<file path="src/l4plp_pkg.sv">
`timescale 1ns / 1ps
// package for the l4 payload length parser
// holds field widths, header offsets and protocol codes; no dependencies

package l4plp_pkg;

    // payload widths
    localparam int BYTE_W = 8;
    localparam int LEN_W  = 16;
    localparam int POS_W  = 7;
    localparam int FLEN_W = POS_W + 1;

    typedef logic [POS_W-1:0]  t_byte_pos;
    typedef logic [FLEN_W-1:0] t_frame_len;
    typedef logic [LEN_W-1:0]  t_len;

    // ethertypes and protocol numbers
    localparam logic [15:0] ETH_IPV4  = 16'h0800;
    localparam logic [15:0] ETH_IPV6  = 16'h86DD;
    localparam logic [7:0]  PROTO_TCP = 8'd6;
    localparam logic [7:0]  PROTO_UDP = 8'd17;

    // header sizes
    localparam logic [3:0] MIN_HDR_WORDS = 4'd5;
    localparam t_len       UDP_HDR_BYTES = 16'd8;

    // byte positions within the frame
    localparam t_byte_pos POS_MAX         = 7'd127;
    localparam t_byte_pos POS_ETYPE_HI    = 7'd12;
    localparam t_byte_pos POS_ETYPE_LO    = 7'd13;
    localparam t_byte_pos POS_IP_START    = 7'd14;
    localparam t_byte_pos POS_V4_LEN_HI   = 7'd16;
    localparam t_byte_pos POS_V4_LEN_LO   = 7'd17;
    localparam t_byte_pos POS_V4_PROTO    = 7'd23;
    localparam t_byte_pos POS_V6_LEN_HI   = 7'd18;
    localparam t_byte_pos POS_V6_LEN_LO   = 7'd19;
    localparam t_byte_pos POS_V6_NEXT     = 7'd20;
    localparam t_byte_pos POS_V6_TCP_OFF  = 7'd66;
    // ethernet header plus tcp byte 12, before the ipv4 header length
    localparam t_frame_len V4_TCP_OFF_BASE = 8'd26;

    // minimum frame lengths for a usable result
    localparam t_frame_len LEN_MIN_ETH = 8'd14;
    localparam t_frame_len LEN_MIN_V4  = 8'd34;
    localparam t_frame_len LEN_MIN_V6  = 8'd54;

endpackage

</file>
<file path="src/l4plp_if.sv">
`timescale 1ns / 1ps
// valid/ready channel interfaces for the l4 payload length parser
// depends on l4plp_pkg for payload widths

interface l4plp_in_if;
    import l4plp_pkg::*;

    logic              valid;
    logic              ready;
    logic [BYTE_W-1:0] frame_byte;
    logic              frame_last;

    modport source (output valid, output frame_byte, output frame_last, input ready);
    modport sink   (input valid, input frame_byte, input frame_last, output ready);
endinterface

interface l4plp_out_if;
    import l4plp_pkg::*;

    logic             valid;
    logic             ready;
    logic [LEN_W-1:0] l4_len;

    modport source (output valid, output l4_len, input ready);
    modport sink   (input valid, input l4_len, output ready);
endinterface

</file>
<file path="src/l4_payload_length_parser.sv">
`timescale 1ns / 1ps
// Streaming TCP/UDP payload length parser. Takes an Ethernet frame one byte per clock
// and one transaction per cycle, back to back, for as long as results are taken; the
// per-byte header capture runs in the cycle a byte is accepted. Once its last byte
// is accepted, a frame's result passes through a snapshot register holding the
// captured headers and then a result register holding the computed length, so the
// next frame streams in while a result waits. IPv4 and IPv6 without VLAN tags or
// extension headers; anything else, or a truncated frame, gives a length of 0.
// depends on l4plp_pkg and l4plp_if

module l4_payload_length_parser (
    input  logic               i_clk,
    input  logic               i_rst_n,
    l4plp_in_if.sink           i_in,
    l4plp_out_if.source        o_out
);
    import l4plp_pkg::*;

    // header capture state
    t_byte_pos    r_pos;
    logic [15:0]  r_ether_type;
    logic [3:0]   r_ihl;
    t_len         r_len_field;
    logic [7:0]   r_proto;
    logic [3:0]   r_toff;
    logic         r_toff_seen;

    logic [15:0]  n_ether_type;
    logic [3:0]   n_ihl;
    t_len         n_len_field;
    logic [7:0]   n_proto;
    logic [3:0]   n_toff;
    logic         n_toff_seen;

    // finished frame snapshot
    logic         r_f_valid;
    logic         r_f_v4;
    logic         r_f_v6;
    t_frame_len   r_f_len;
    logic [3:0]   r_f_ihl;
    t_len         r_f_len_field;
    logic [7:0]   r_f_proto;
    logic [3:0]   r_f_toff;
    logic         r_f_toff_seen;

    // result register
    logic         r_o_valid;
    t_len         r_o_len;

    logic         out_take;
    logic         snap_move;
    logic         in_acc;
    logic [7:0]   b;
    logic         in_v4;
    logic         in_v6;
    t_frame_len   v4_tcp_pos;

    logic [5:0]   ihl_bytes;
    logic [5:0]   doff_bytes;
    t_len         seg_total;
    t_len         l4_pay;
    logic         hdr_ok;
    t_len         n_o_len;

    // pipeline flow control
    assign out_take    = !r_o_valid || o_out.ready;
    assign snap_move   = r_f_valid && out_take;
    assign i_in.ready  = !r_f_valid || out_take;
    assign in_acc      = i_in.valid && i_in.ready;
    assign b           = i_in.frame_byte;

    // capture of header fields at their byte positions
    always_comb begin
        n_ether_type = r_ether_type;
        n_ihl        = r_ihl;
        n_len_field  = r_len_field;
        n_proto      = r_proto;
        n_toff       = r_toff;
        n_toff_seen  = r_toff_seen;

        if (r_pos == POS_ETYPE_HI) begin
            n_ether_type[15:8] = b;
        end
        if (r_pos == POS_ETYPE_LO) begin
            n_ether_type[7:0] = b;
        end

        in_v4 = (n_ether_type == ETH_IPV4) && (r_pos >= POS_IP_START);
        in_v6 = (n_ether_type == ETH_IPV6) && (r_pos >= POS_IP_START);

        if (in_v4 && r_pos == POS_IP_START) begin
            n_ihl = b[3:0];
        end
        v4_tcp_pos = V4_TCP_OFF_BASE + {2'b00, n_ihl, 2'b00};

        if (in_v4) begin
            if (r_pos == POS_V4_LEN_HI) n_len_field[15:8] = b;
            if (r_pos == POS_V4_LEN_LO) n_len_field[7:0]  = b;
            if (r_pos == POS_V4_PROTO)  n_proto           = b;
            if (r_pos > POS_IP_START && {1'b0, r_pos} == v4_tcp_pos) begin
                n_toff      = b[7:4];
                n_toff_seen = 1'b1;
            end
        end else if (in_v6) begin
            if (r_pos == POS_V6_LEN_HI) n_len_field[15:8] = b;
            if (r_pos == POS_V6_LEN_LO) n_len_field[7:0]  = b;
            if (r_pos == POS_V6_NEXT)   n_proto           = b;
            if (r_pos == POS_V6_TCP_OFF) begin
                n_toff      = b[7:4];
                n_toff_seen = 1'b1;
            end
        end
    end

    // capture state, cleared after each last byte
    always_ff @(posedge i_clk) begin
        if (!i_rst_n) begin
            r_pos        <= '0;
            r_ether_type <= '0;
            r_ihl        <= '0;
            r_len_field  <= '0;
            r_proto      <= '0;
            r_toff       <= '0;
            r_toff_seen  <= 1'b0;
        end else if (in_acc) begin
            if (i_in.frame_last) begin
                r_pos        <= '0;
                r_ether_type <= '0;
                r_ihl        <= '0;
                r_len_field  <= '0;
                r_proto      <= '0;
                r_toff       <= '0;
                r_toff_seen  <= 1'b0;
            end else begin
                if (r_pos != POS_MAX) begin
                    r_pos <= r_pos + 7'd1;
                end
                r_ether_type <= n_ether_type;
                r_ihl        <= n_ihl;
                r_len_field  <= n_len_field;
                r_proto      <= n_proto;
                r_toff       <= n_toff;
                r_toff_seen  <= n_toff_seen;
            end
        end
    end

    // snapshot valid
    always_ff @(posedge i_clk) begin
        if (!i_rst_n) begin
            r_f_valid <= 1'b0;
        end else if (in_acc && i_in.frame_last) begin
            r_f_valid <= 1'b1;
        end else if (snap_move) begin
            r_f_valid <= 1'b0;
        end
    end

    // snapshot payload on the last byte
    always_ff @(posedge i_clk) begin
        if (in_acc && i_in.frame_last) begin
            r_f_v4        <= (n_ether_type == ETH_IPV4);
            r_f_v6        <= (n_ether_type == ETH_IPV6);
            r_f_len       <= {1'b0, r_pos} + 8'd1;
            r_f_ihl       <= n_ihl;
            r_f_len_field <= n_len_field;
            r_f_proto     <= n_proto;
            r_f_toff      <= n_toff;
            r_f_toff_seen <= n_toff_seen;
        end
    end

    // payload length from the snapshot
    always_comb begin
        ihl_bytes  = {r_f_ihl, 2'b00};
        doff_bytes = {r_f_toff, 2'b00};

        if (r_f_v4) begin
            seg_total = (r_f_len_field > {10'd0, ihl_bytes})
                      ? r_f_len_field - {10'd0, ihl_bytes} : '0;
        end else begin
            seg_total = r_f_len_field;
        end

        if (r_f_proto == PROTO_TCP) begin
            if (r_f_toff_seen && r_f_toff >= MIN_HDR_WORDS
                    && seg_total > {10'd0, doff_bytes}) begin
                l4_pay = seg_total - {10'd0, doff_bytes};
            end else begin
                l4_pay = '0;
            end
        end else if (r_f_proto == PROTO_UDP) begin
            l4_pay = (seg_total > UDP_HDR_BYTES) ? seg_total - UDP_HDR_BYTES : '0;
        end else begin
            l4_pay = '0;
        end

        hdr_ok  = (r_f_v4 && r_f_len >= LEN_MIN_V4 && r_f_ihl >= MIN_HDR_WORDS)
               || (r_f_v6 && r_f_len >= LEN_MIN_V6);
        n_o_len = (hdr_ok && r_f_len >= LEN_MIN_ETH) ? l4_pay : '0;
    end

    // result register valid
    always_ff @(posedge i_clk) begin
        if (!i_rst_n) begin
            r_o_valid <= 1'b0;
        end else if (out_take) begin
            r_o_valid <= r_f_valid;
        end
    end

    // result register payload
    always_ff @(posedge i_clk) begin
        if (snap_move) begin
            r_o_len <= n_o_len;
        end
    end

    assign o_out.valid  = r_o_valid;
    assign o_out.l4_len = r_o_len;

endmodule

</file>
<file path="src/flat_wrapper.sv">
// flat-port wrapper written by rule: the top's interface ports become plain ports
module l4_payload_length_parser_flat import l4plp_pkg::*;
  (i_clk, i_rst_n, i_in_valid, i_in_frame_byte, i_in_frame_last, i_in_ready, o_out_valid, o_out_l4_len, o_out_ready);
  l4plp_in_if i_in_i ();
  l4plp_out_if o_out_i ();
  input  logic i_clk;
  input  logic i_rst_n;
  input wire logic [$bits(i_in_i.valid)-1:0] i_in_valid;
  input wire logic [$bits(i_in_i.frame_byte)-1:0] i_in_frame_byte;
  input wire logic [$bits(i_in_i.frame_last)-1:0] i_in_frame_last;
  output wire logic [$bits(i_in_i.ready)-1:0] i_in_ready;
  output wire logic [$bits(o_out_i.valid)-1:0] o_out_valid;
  output wire logic [$bits(o_out_i.l4_len)-1:0] o_out_l4_len;
  input wire logic [$bits(o_out_i.ready)-1:0] o_out_ready;
  assign i_in_i.valid = i_in_valid;
  assign i_in_i.frame_byte = i_in_frame_byte;
  assign i_in_i.frame_last = i_in_frame_last;
  assign i_in_ready = i_in_i.ready;
  assign o_out_valid = o_out_i.valid;
  assign o_out_l4_len = o_out_i.l4_len;
  assign o_out_i.ready = o_out_ready;
  l4_payload_length_parser u_core (.i_clk(i_clk), .i_rst_n(i_rst_n), .i_in(i_in_i), .o_out(o_out_i));
endmodule
</file>
<file path="config.mk">
export PLATFORM = sky130hd
export DESIGN_NAME = l4_payload_length_parser_flat
export DESIGN_NICKNAME = d
export VERILOG_FILES = /design/src/l4plp_pkg.sv /design/src/l4plp_if.sv /design/src/l4_payload_length_parser.sv /design/src/flat_wrapper.sv
export SDC_FILE = /design/constraint.sdc
export NUM_CORES = 1
export LEC_CHECK = 0
export ABC_AREA = 0
export BUFFER_PORTS_ARGS = -buffer_cell sky130_fd_sc_hd__buf_2
export CORE_MARGIN = 2
export CORE_UTILIZATION = 49
export CTS_CLUSTER_DIAMETER = 50
export DETAILED_ROUTE_END_ITERATION = 6
export GPL_TIMING_DRIVEN = 0
export PLACE_DENSITY = 0.74
export SLEW_MARGIN = 25
export SYNTH_ARGS = -nofsm -noshare
export SYNTH_HDL_FRONTEND = slang
export SYNTH_SLANG_ARGS = --single-unit
</file>
<file path="constraint.sdc">
create_clock -name i_clk -period 4.3 [get_ports i_clk]
set_input_delay 0.215 -clock i_clk [delete_from_list [all_inputs] [get_ports i_clk]]
set_output_delay 0.215 -clock i_clk [all_outputs]
set_load 0.1 [all_outputs]
</file>
==> load_flow_metrics.sql, run 1 <==
INSERT INTO impl_metrics (metric_group, metric, value, unit) VALUES
('pwr', 'reported_leakage_power', '2.91', 'nW'),
('detailed_routing', 'route.antenna.remaining_nets', '0', ''),
('sta', 'setup_violations', '0', ''),
('floorplan', 'pin_count', '31', ''),
('synth', 'synth_top_area_share', '25.8', '%'),
('detailed_routing', 'routed-via-count', '5905', ''),
('synth', 'synthesis.area_per_instance', '9.58', 'um^2'),
('final_layout', 'layout_common_cells', '58 x edfxtp_1, 56 x dfxtp_1, 51 x nand2_1', ''),
('floorplan', 'floorplan.die_area', '14700', 'um^2'),
('worst_setup_path', 'critical_path.max_fanout', '10', ''),
('global_routing', 'globalRouteTotalUtil', '25.1', '%'),
('sta', 'timing.final.ws_setup', '0.147', 'ns'),
('synth', 'most_used_flip_flop_cell_after_synthesis', 'edfxtp_1', ''),
('worst_setup_path', 'crit_path_max_incr_delay', '0.56', 'ns'),
('floorplan', 'design.core.area', '13300', 'um^2'),
('sta', 'maxClockFrequency', '241', 'MHz'),
('global_routing', 'antenna_found_initial', '0', ''),
('clock_network', 'tritoncts_buffer_count', '17', ''),
('worst_setup_path', 'worst-path-stages', '16', ''),
('floorplan', 'die_width', '121', 'um'),
('final_layout', 'layout.nets', '788', ''),
('global_routing', 'grt-ovfl-total', '0', ''),
('placed_design', 'place_worst_setup_slack', '-0.410', 'ns'),
('final_layout', 'area_grow_syn2layout', '17.3', '%'),
('worst_setup_path', 'critical_path.startpoint_type', 'flip-flop', ''),
('sta', 'shortest_clock_period_the_worst_path_allows_after_layout', '4.15', 'ns'),
('pwr', 'power.ir.vdd_worst', '0.279', 'mV'),
('floorplan', 'row_count', '42', ''),
('sta', 'worst_clock_skew', '0.0125', 'ns'),
('worst_setup_path', 'ff2ff_path_depth', '16', ''),
('worst_setup_path', 'cp.required', '4.47', 'ns'),
('sta', 'worst_tran_pin_value', '0.746', 'ns'),
('clock_network', 'cts-root-buf', 'clkbuf_16', ''),
('clock_network', 'cts.path.max_buffers', '2', ''),
('global_routing', 'grt_pass1_vias', '5700', ''),
('final_layout', 'layout_commonest_cell', 'edfxtp_1', ''),
('run_status', 'status', 'finished clean', ''),
('worst_setup_path', 'worst_path_max_delay_cell', 'or4_4', ''),
('synth', 'syn-cell-area', '6750', 'um^2'),
('synth', 'netlist_top_cells_area', 'edfxtp_1 26%, dfxtp_1 17%, mux2_2 4.5%', ''),
('clock_network', 'cts_sinks', '116', ''),
('global_routing', 'pin_count_of_the_biggest_net_entering_global_routing', '34', ''),
('placed_design', 'placement.io_buffers', '26', ''),
('synth', 'synth.yosys.seq_area_share', '43.0', '%'),
('detailed_routing', 'drt-initial-drc-count', '556', ''),
('job', 'timing.max_cap.violations', '0', ''),
('final_layout', 'layout.core_utilization', '59.3', '%'),
('worst_setup_path', 'critical_path.n_buffers_inverters', '3', ''),
('synth', 'yosys_warnings', '0', ''),
('detailed_routing', 'avgViaCountPerCell', '6.23', ''),
('global_routing', 'global_route_wire_length_before_repair', '28.7', 'mm'),
('sta', 'fin_hold_viols', '0', ''),
('sta', 'period_share', '96.6', '%'),
('worst_setup_path', 'critical_path.top_delay_family', 'compound AO/OA/AOI/OAI gates', ''),
('synth', 'syn_nets', '734', ''),
('clock_network', 'cts_max_level', '4', ''),
('final_layout', 'post_route_cells_drive_above_1_share', '20.2', '%'),
('worst_setup_path', 'timing.setup.critical_path_class', 'flip-flop to flip-flop', ''),
('placed_design', 'place_hpwl', '12.7', 'mm'),
('worst_setup_path', 'arrival', '4.32', 'ns'),
('sta', 'hold_slack', '0.133', 'ns'),
('sta', 'timing.final.max_slew_violations', '0', ''),
('detailed_routing', 'routed_wire_length_per_instance', '19.3', 'um'),
('pwr', 'p_total', '2.71', 'mW'),
('pwr', 'powerDensity', '342', 'nW/um^2'),
('detailed_routing', 'postRouteWirelength', '18.3', 'mm'),
('worst_setup_path', 'critical_path.cell_chain', 'or4_4 > nor4_4 > o21a_1 > nor3_1 > a21oi_1 > inv_1 > fa_1 > a21o_1 > a21o_1 > inv_1 > nor2_1 > o21ai_4 > buf_6 > a21oi_1 > o211ai_1 > o21ai_1', ''),
('sta', 'timing.slew.headroom', '50.3', '%'),
('clock_network', 'cts_tree', 'done', ''),
('clock_network', 'cts.reportedPaths.clkPinSlew', '0.06', 'ns'),
('worst_hold_path', 'hold_path_class', 'input port to flip-flop', '');
-- state kept, by name (all words and copies together), names as in the netlist, 7 cells and up --
name                  flops
u_core.o_out.l4_len      16
u_core.r_ether_type      16
u_core.r_f_len_field     16
u_core.r_len_field       16
u_core.r_f_proto          8
u_core.r_proto            8
u_core.r_f_len            7
u_core.r_pos              7
-- worst paths after layout --
kind	slack [ns]	end	startpoint
setup reg to reg	0.15	u_core.o_out.l4_len[10]$_SDFFCE_PN0P_	u_core.r_f_len_field[11]$_DFFE_PP_
setup / recovery	0.15	u_core.o_out.l4_len[10]$_SDFFCE_PN0P_	u_core.r_f_len_field[11]$_DFFE_PP_
hold reg to reg	0.46	u_core.r_toff[3]$_SDFFE_PN0P_	u_core.r_toff[3]$_SDFFE_PN0P_
hold / removal	0.13	u_core.o_out.valid$_SDFFE_PN0P_	o_out_ready
-- what timing repair did --
item                       4_1_cts  5_1_grt
buffers inserted                 1        9
setup endpoints to repair       15       25
hold buffers                     0        0
resized for setup               13       26
pin swaps                        2        5
-- routing by layer --
| metal | vias to the layer above | wire, um | track usage [%] |
|---|---|---|---|
| li1 | 2753 | - | - |
| met1 | 2854 | 7760 | 31.6 |
| met2 | 254 | 8850 | 40.6 |
| met3 | 44 | 1180 | 5.45 |
| met4 | 0 | 488 | 12.9 |
| met5 | - | 0 | 0 |
-- tightest hold or removal path, cell delays in order --
cell	delay, ns
buf_2	0.07
nor2b_1	0.05
o21a_1	0.16
-- power breakdown --
| group | leakage [nW] | switching, mW | internal [mW] |
|---|---|---|---|
| Clock | 0.275 | 0.495 | 0.793 |
| Sequential | 1.04 | 0.0114 | 1.17 |
| Combinational | 1.59 | 0.169 | 0.0682 |
| Total | 2.91 | 0.675 | 2.04 |
-- cell type report --
type	count	area [um^2]	share of cell area, %
Buffer	39	194	2.45
Inverter	23	86.3	1.09
Multi-Input combinational cell	524	3730	47.1
Clock buffer	24	492	6.21
Sequential cell	116	2910	36.7
Tap cell	176	220	2.78
Timing Repair Buffer	38	240	3.03
Clock inverter	8	50.0	0.632
-- cells in the mapped netlist (all sizes together), types with 3 or more instances --
cell type and number:
nor2b 41, ha 14, dfxtp 58, o22ai 12
xor2 7, a22oi 26, xnor2 12, nand4 9
a21oi 33, nand3b 3, nor4b 3, or2 5
nand2b 4, o21ai 37, nand2 52, or3 8
and2 11, a32oi 5, a22o 18, o221ai 3
inv 22, clkbuf 33, nor3 18, edfxtp 58
or4 7, a211oi 5, nand3 25, nor4 10
and4 4, and3 11, nor2 45, nor3b 7
mux2 32, a21boi 6, a21o 7, o21a 4
buf 9, o211ai 7, mux2i 3
-- cells by family after synthesis --
group	count (synthesis)	synth area share, %
buffers and inverters	65	4.24
xor gates and xnor gates	19	2.46
and+or+nand+nor	268	21.9
adders and majority gates	16	3.19
DFF	116	43.0
AOI/OAI and AO/OA	186	19.2
muxes	35	6.06
-- per-stage QoR --
| step | std cells | cell area (um^2) |
|---|---|---|
| 2_1_floorplan | 705 | 6750 |
| 3_3_place_gp | 907 | 7100 |
| 3_5_place_dp | 909 | 7140 |
| 4_1_cts | 940 | 7730 |
| 5_1_grt | 948 | 7920 |
| 6_report | 948 | 7920 |
No activity file was read; power rests on OpenSTA's default activity.
==> run 2, diff against run 1 <==
- CAP_MARGIN: unset -> 10
- PLACE_DENSITY: 0.74 -> 0.72
- clock period: 4.3 -> 4.1 ns (I/O delays scaled with it)
==> load_flow_metrics.sql, run 2 (same netlist as run 1, synthesis figures left out) <==
INSERT INTO impl_metrics (metric_group, metric, value, unit) VALUES
('clock_network', 'cts_hold_buffers', '0', ''),
('clock_network', 'cts.reportedPaths.clkPinSlew', '0.06', 'ns'),
('pwr', 'powerDensity', '356', 'nW/um^2'),
('sta', 'timing.slew.headroom', '48.4', '%'),
('final_layout', 'layout.nets', '810', ''),
('placed_design', 'place_worst_setup_slack', '-0.412', 'ns'),
('clock_network', 'cts.path.max_buffers', '2', ''),
('clock_network', 'cts_tree', 'done', ''),
('clock_network', 'clock_insertion_delay_worst_skew', '0.42', 'ns'),
('sta', 'period_share', '98.0', '%'),
('worst_setup_path', 'critical_path.n_buffers_inverters', '2', ''),
('detailed_routing', 'drt_first_pass_iters', '6', ''),
('global_routing', 'antenna_found_initial', '0', ''),
('placed_design', 'place_hpwl', '12.9', 'mm'),
('global_routing', 'grt_pass1_vias', '5770', ''),
('worst_setup_path', 'worst_path_max_delay_cell', 'edfxtp_1', ''),
('sta', 'setup_total_negative_slack', '0', 'ns'),
('sta', 'worst_tran_pin_value', '0.768', 'ns'),
('worst_setup_path', 'setup.reg_to_reg.worst_slack', '0.08', 'ns'),
('job', 'timing.max_cap.violations', '0', ''),
('pwr', 'power.ir.vdd_worst', '0.365', 'mV'),
('detailed_routing', 'drt-initial-drc-count', '704', ''),
('placed_design', 'finalWeightedCongestion', '0.979', ''),
('floorplan', 'die_height', '121', 'um'),
('pwr', 'p_total', '2.96', 'mW'),
('placed_design', 'placement.io_buffers', '26', ''),
('sta', 'timing.final.ws_setup', '0.0800', 'ns'),
('floorplan', 'floorplan.die_area', '14700', 'um^2'),
('floorplan', 'pin_count', '31', ''),
('final_layout', 'post_route_cells_drive_above_1_share', '26.2', '%'),
('worst_setup_path', 'arrival', '4.29', 'ns'),
('worst_setup_path', 'cp.required', '4.37', 'ns'),
('clock_network', 'cts-root-buf', 'clkbuf_16', ''),
('final_layout', 'antenna_cells_inserted', '0', ''),
('floorplan', 'row_count', '42', ''),
('sta', 'fin_hold_viols', '0', ''),
('run_status', 'status', 'finished clean', ''),
('clock_network', 'cts_max_level', '4', ''),
('final_layout', 'layout_common_cells', '58 x edfxtp_1, 53 x dfxtp_1, 50 x nand2_1', ''),
('detailed_routing', 'routed_wire_length_per_instance', '19.1', 'um'),
('floorplan', 'die_width', '121', 'um'),
('global_routing', 'global_route_wire_length_before_repair', '29.8', 'mm'),
('pwr', 'reported_leakage_power', '3.03', 'nW'),
('detailed_routing', 'route.antenna.remaining_nets', '0', ''),
('floorplan', 'design.core.area', '13300', 'um^2'),
('global_routing', 'pin_count_of_the_biggest_net_entering_global_routing', '23', ''),
('sta', 'timing.final.max_slew_violations', '0', ''),
('detailed_routing', 'routed-via-count', '5995', ''),
('worst_setup_path', 'critical_path.top_delay_family', 'compound AO/OA/AOI/OAI gates', ''),
('clock_network', 'tritoncts_buffer_count', '17', ''),
('final_layout', 'area_grow_syn2layout', '23.1', '%'),
('worst_hold_path', 'hold_path_class', 'input port to flip-flop', ''),
('sta', 'grt_setup_unrepaired', 'true', ''),
('clock_network', 'cts_sinks', '116', ''),
('detailed_routing', 'postRouteWirelength', '18.6', 'mm'),
('worst_setup_path', 'critical_path.cell_chain', 'ha_4 > fa_2 > nor2b_4 > o22ai_4 > o21a_1 > nor3_2 > a21oi_2 > ha_2 > inv_2 > fa_2 > a21o_1 > a21o_1 > nand2_2 > a221oi_4 > buf_4 > nand3_1 > o31a_1 > or3_1 > mux2i_1', ''),
('worst_setup_path', 'timing.setup.critical_path_class', 'flip-flop to flip-flop', ''),
('sta', 'setup_violations', '0', ''),
('worst_setup_path', 'critical_path.startpoint_type', 'flip-flop', ''),
('worst_setup_path', 'crit_path_max_incr_delay', '0.43', 'ns'),
('detailed_routing', 'drcViolationCount', '0', ''),
('sta', 'shortest_clock_period_the_worst_path_allows_after_layout', '4.02', 'ns'),
('detailed_routing', 'avgViaCountPerCell', '6.18', ''),
('sta', 'worst_clock_skew', '0.0119', 'ns'),
('sta', 'maxClockFrequency', '249', 'MHz'),
('worst_setup_path', 'critical_path.max_fanout', '4', ''),
('floorplan', 'floorplan.initialDensity', '50.6', '%'),
('global_routing', 'grt-ovfl-total', '0', ''),
('worst_setup_path', 'crit_path_end_kind', 'flip-flop', ''),
('final_layout', 'layout_commonest_cell', 'edfxtp_1', ''),
('global_routing', 'globalRouteTotalUtil', '26.0', '%');
## run 2: changes by cell type in the layout (fill, tap and decap cells not counted), moves of 3 or more
cell / delta
buf_4: +26
ha_1: -6
clkinvlp_4: +5
inv_1: -5
inv_6: +5
clkbuf_1: -4
clkinv_2: -4
ha_4: +4
inv_2: +4
a21oi_1: -3
a21oi_2: +3
clkbuf_8: -3
dfxtp_1: -3
## run 2: repair_timing
item	in CTS	in global routing
pin swaps	13	24
setup buffers	17	18
endpoints found under the setup margin	26	26
resized for setup	44	37
gates cloned	0	1
## run 2: cell type report
cell class,count,area [um^2]
Clock inverter,14,143
Tap cell,176,220
Clock buffer,18,439
Buffer,35,171
Inverter,23,88.8
Sequential cell,116,2910
Timing Repair Buffer,64,447
Fill cell,1124,5030
Multi-Input combinational cell,524,3890
## run 2: report_power, final
part           switching (mW)  internal (mW)
sequential             0.0121           1.23
clock                   0.590          0.866
combinational           0.181         0.0816
total                   0.784           2.18
## run 2: worst register-to-register path, stage by stage, from the launching register on
cell	delay [ns]
edfxtp_1	0.43
ha_4	0.21
fa_2	0.43
nor2b_4	0.16
o22ai_4	0.09
o21a_1	0.21
nor3_2	0.22
a21oi_2	0.06
ha_2	0.20
inv_2	0.07
fa_2	0.22
a21o_1	0.13
a21o_1	0.19
nand2_2	0.09
a221oi_4	0.32
buf_4	0.17
nand3_1	0.07
o31a_1	0.15
or3_1	0.32
mux2i_1	0.13
## run 2: final timing paths
| path | from | cells after the start | to |
|---|---|---|---|
| setup / recovery | u_core.r_f_ihl[0]$_DFFE_PP_ | 19 | u_core.o_out.l4_len[14]$_SDFFCE_PN0P_ |
| hold / removal | o_out_ready | 3 | u_core.o_out.valid$_SDFFE_PN0P_ |
| setup reg to reg | u_core.r_f_ihl[0]$_DFFE_PP_ | 19 | u_core.o_out.l4_len[14]$_SDFFCE_PN0P_ |
| hold reg to reg | u_core.r_toff[3]$_SDFFE_PN0P_ | 2 | u_core.r_toff[3]$_SDFFE_PN0P_ |
## run 2: routing by layer
| metal | GRT usage [%] | vias to the layer above | part of all wire (%) | wire [um] |
|---|---|---|---|---|
| met4 | 11.7 | 0 | 3.1 | 566 |
| met3 | 4.93 | 49 | 7.1 | 1310 |
| met1 | 33.6 | 2866 | 42 | 7770 |
| met2 | 42.3 | 278 | 48 | 8900 |
| met5 | 0 | - | 0 | 0 |
| li1 | - | 2802 | - | - |
## run 2: metrics by stage
stage               cell area (um^2)  hold slack, ns  utilization (%)  std cells
floorplan                       6760           0.338                -        705
global placement                7110           0.449             53.2        907
detailed placement              7150           0.450             53.6        909
CTS                             8030           0.126             60.1        953
global route                    8310           0.141             62.3        970
finish                          8310           0.135             62.3        970
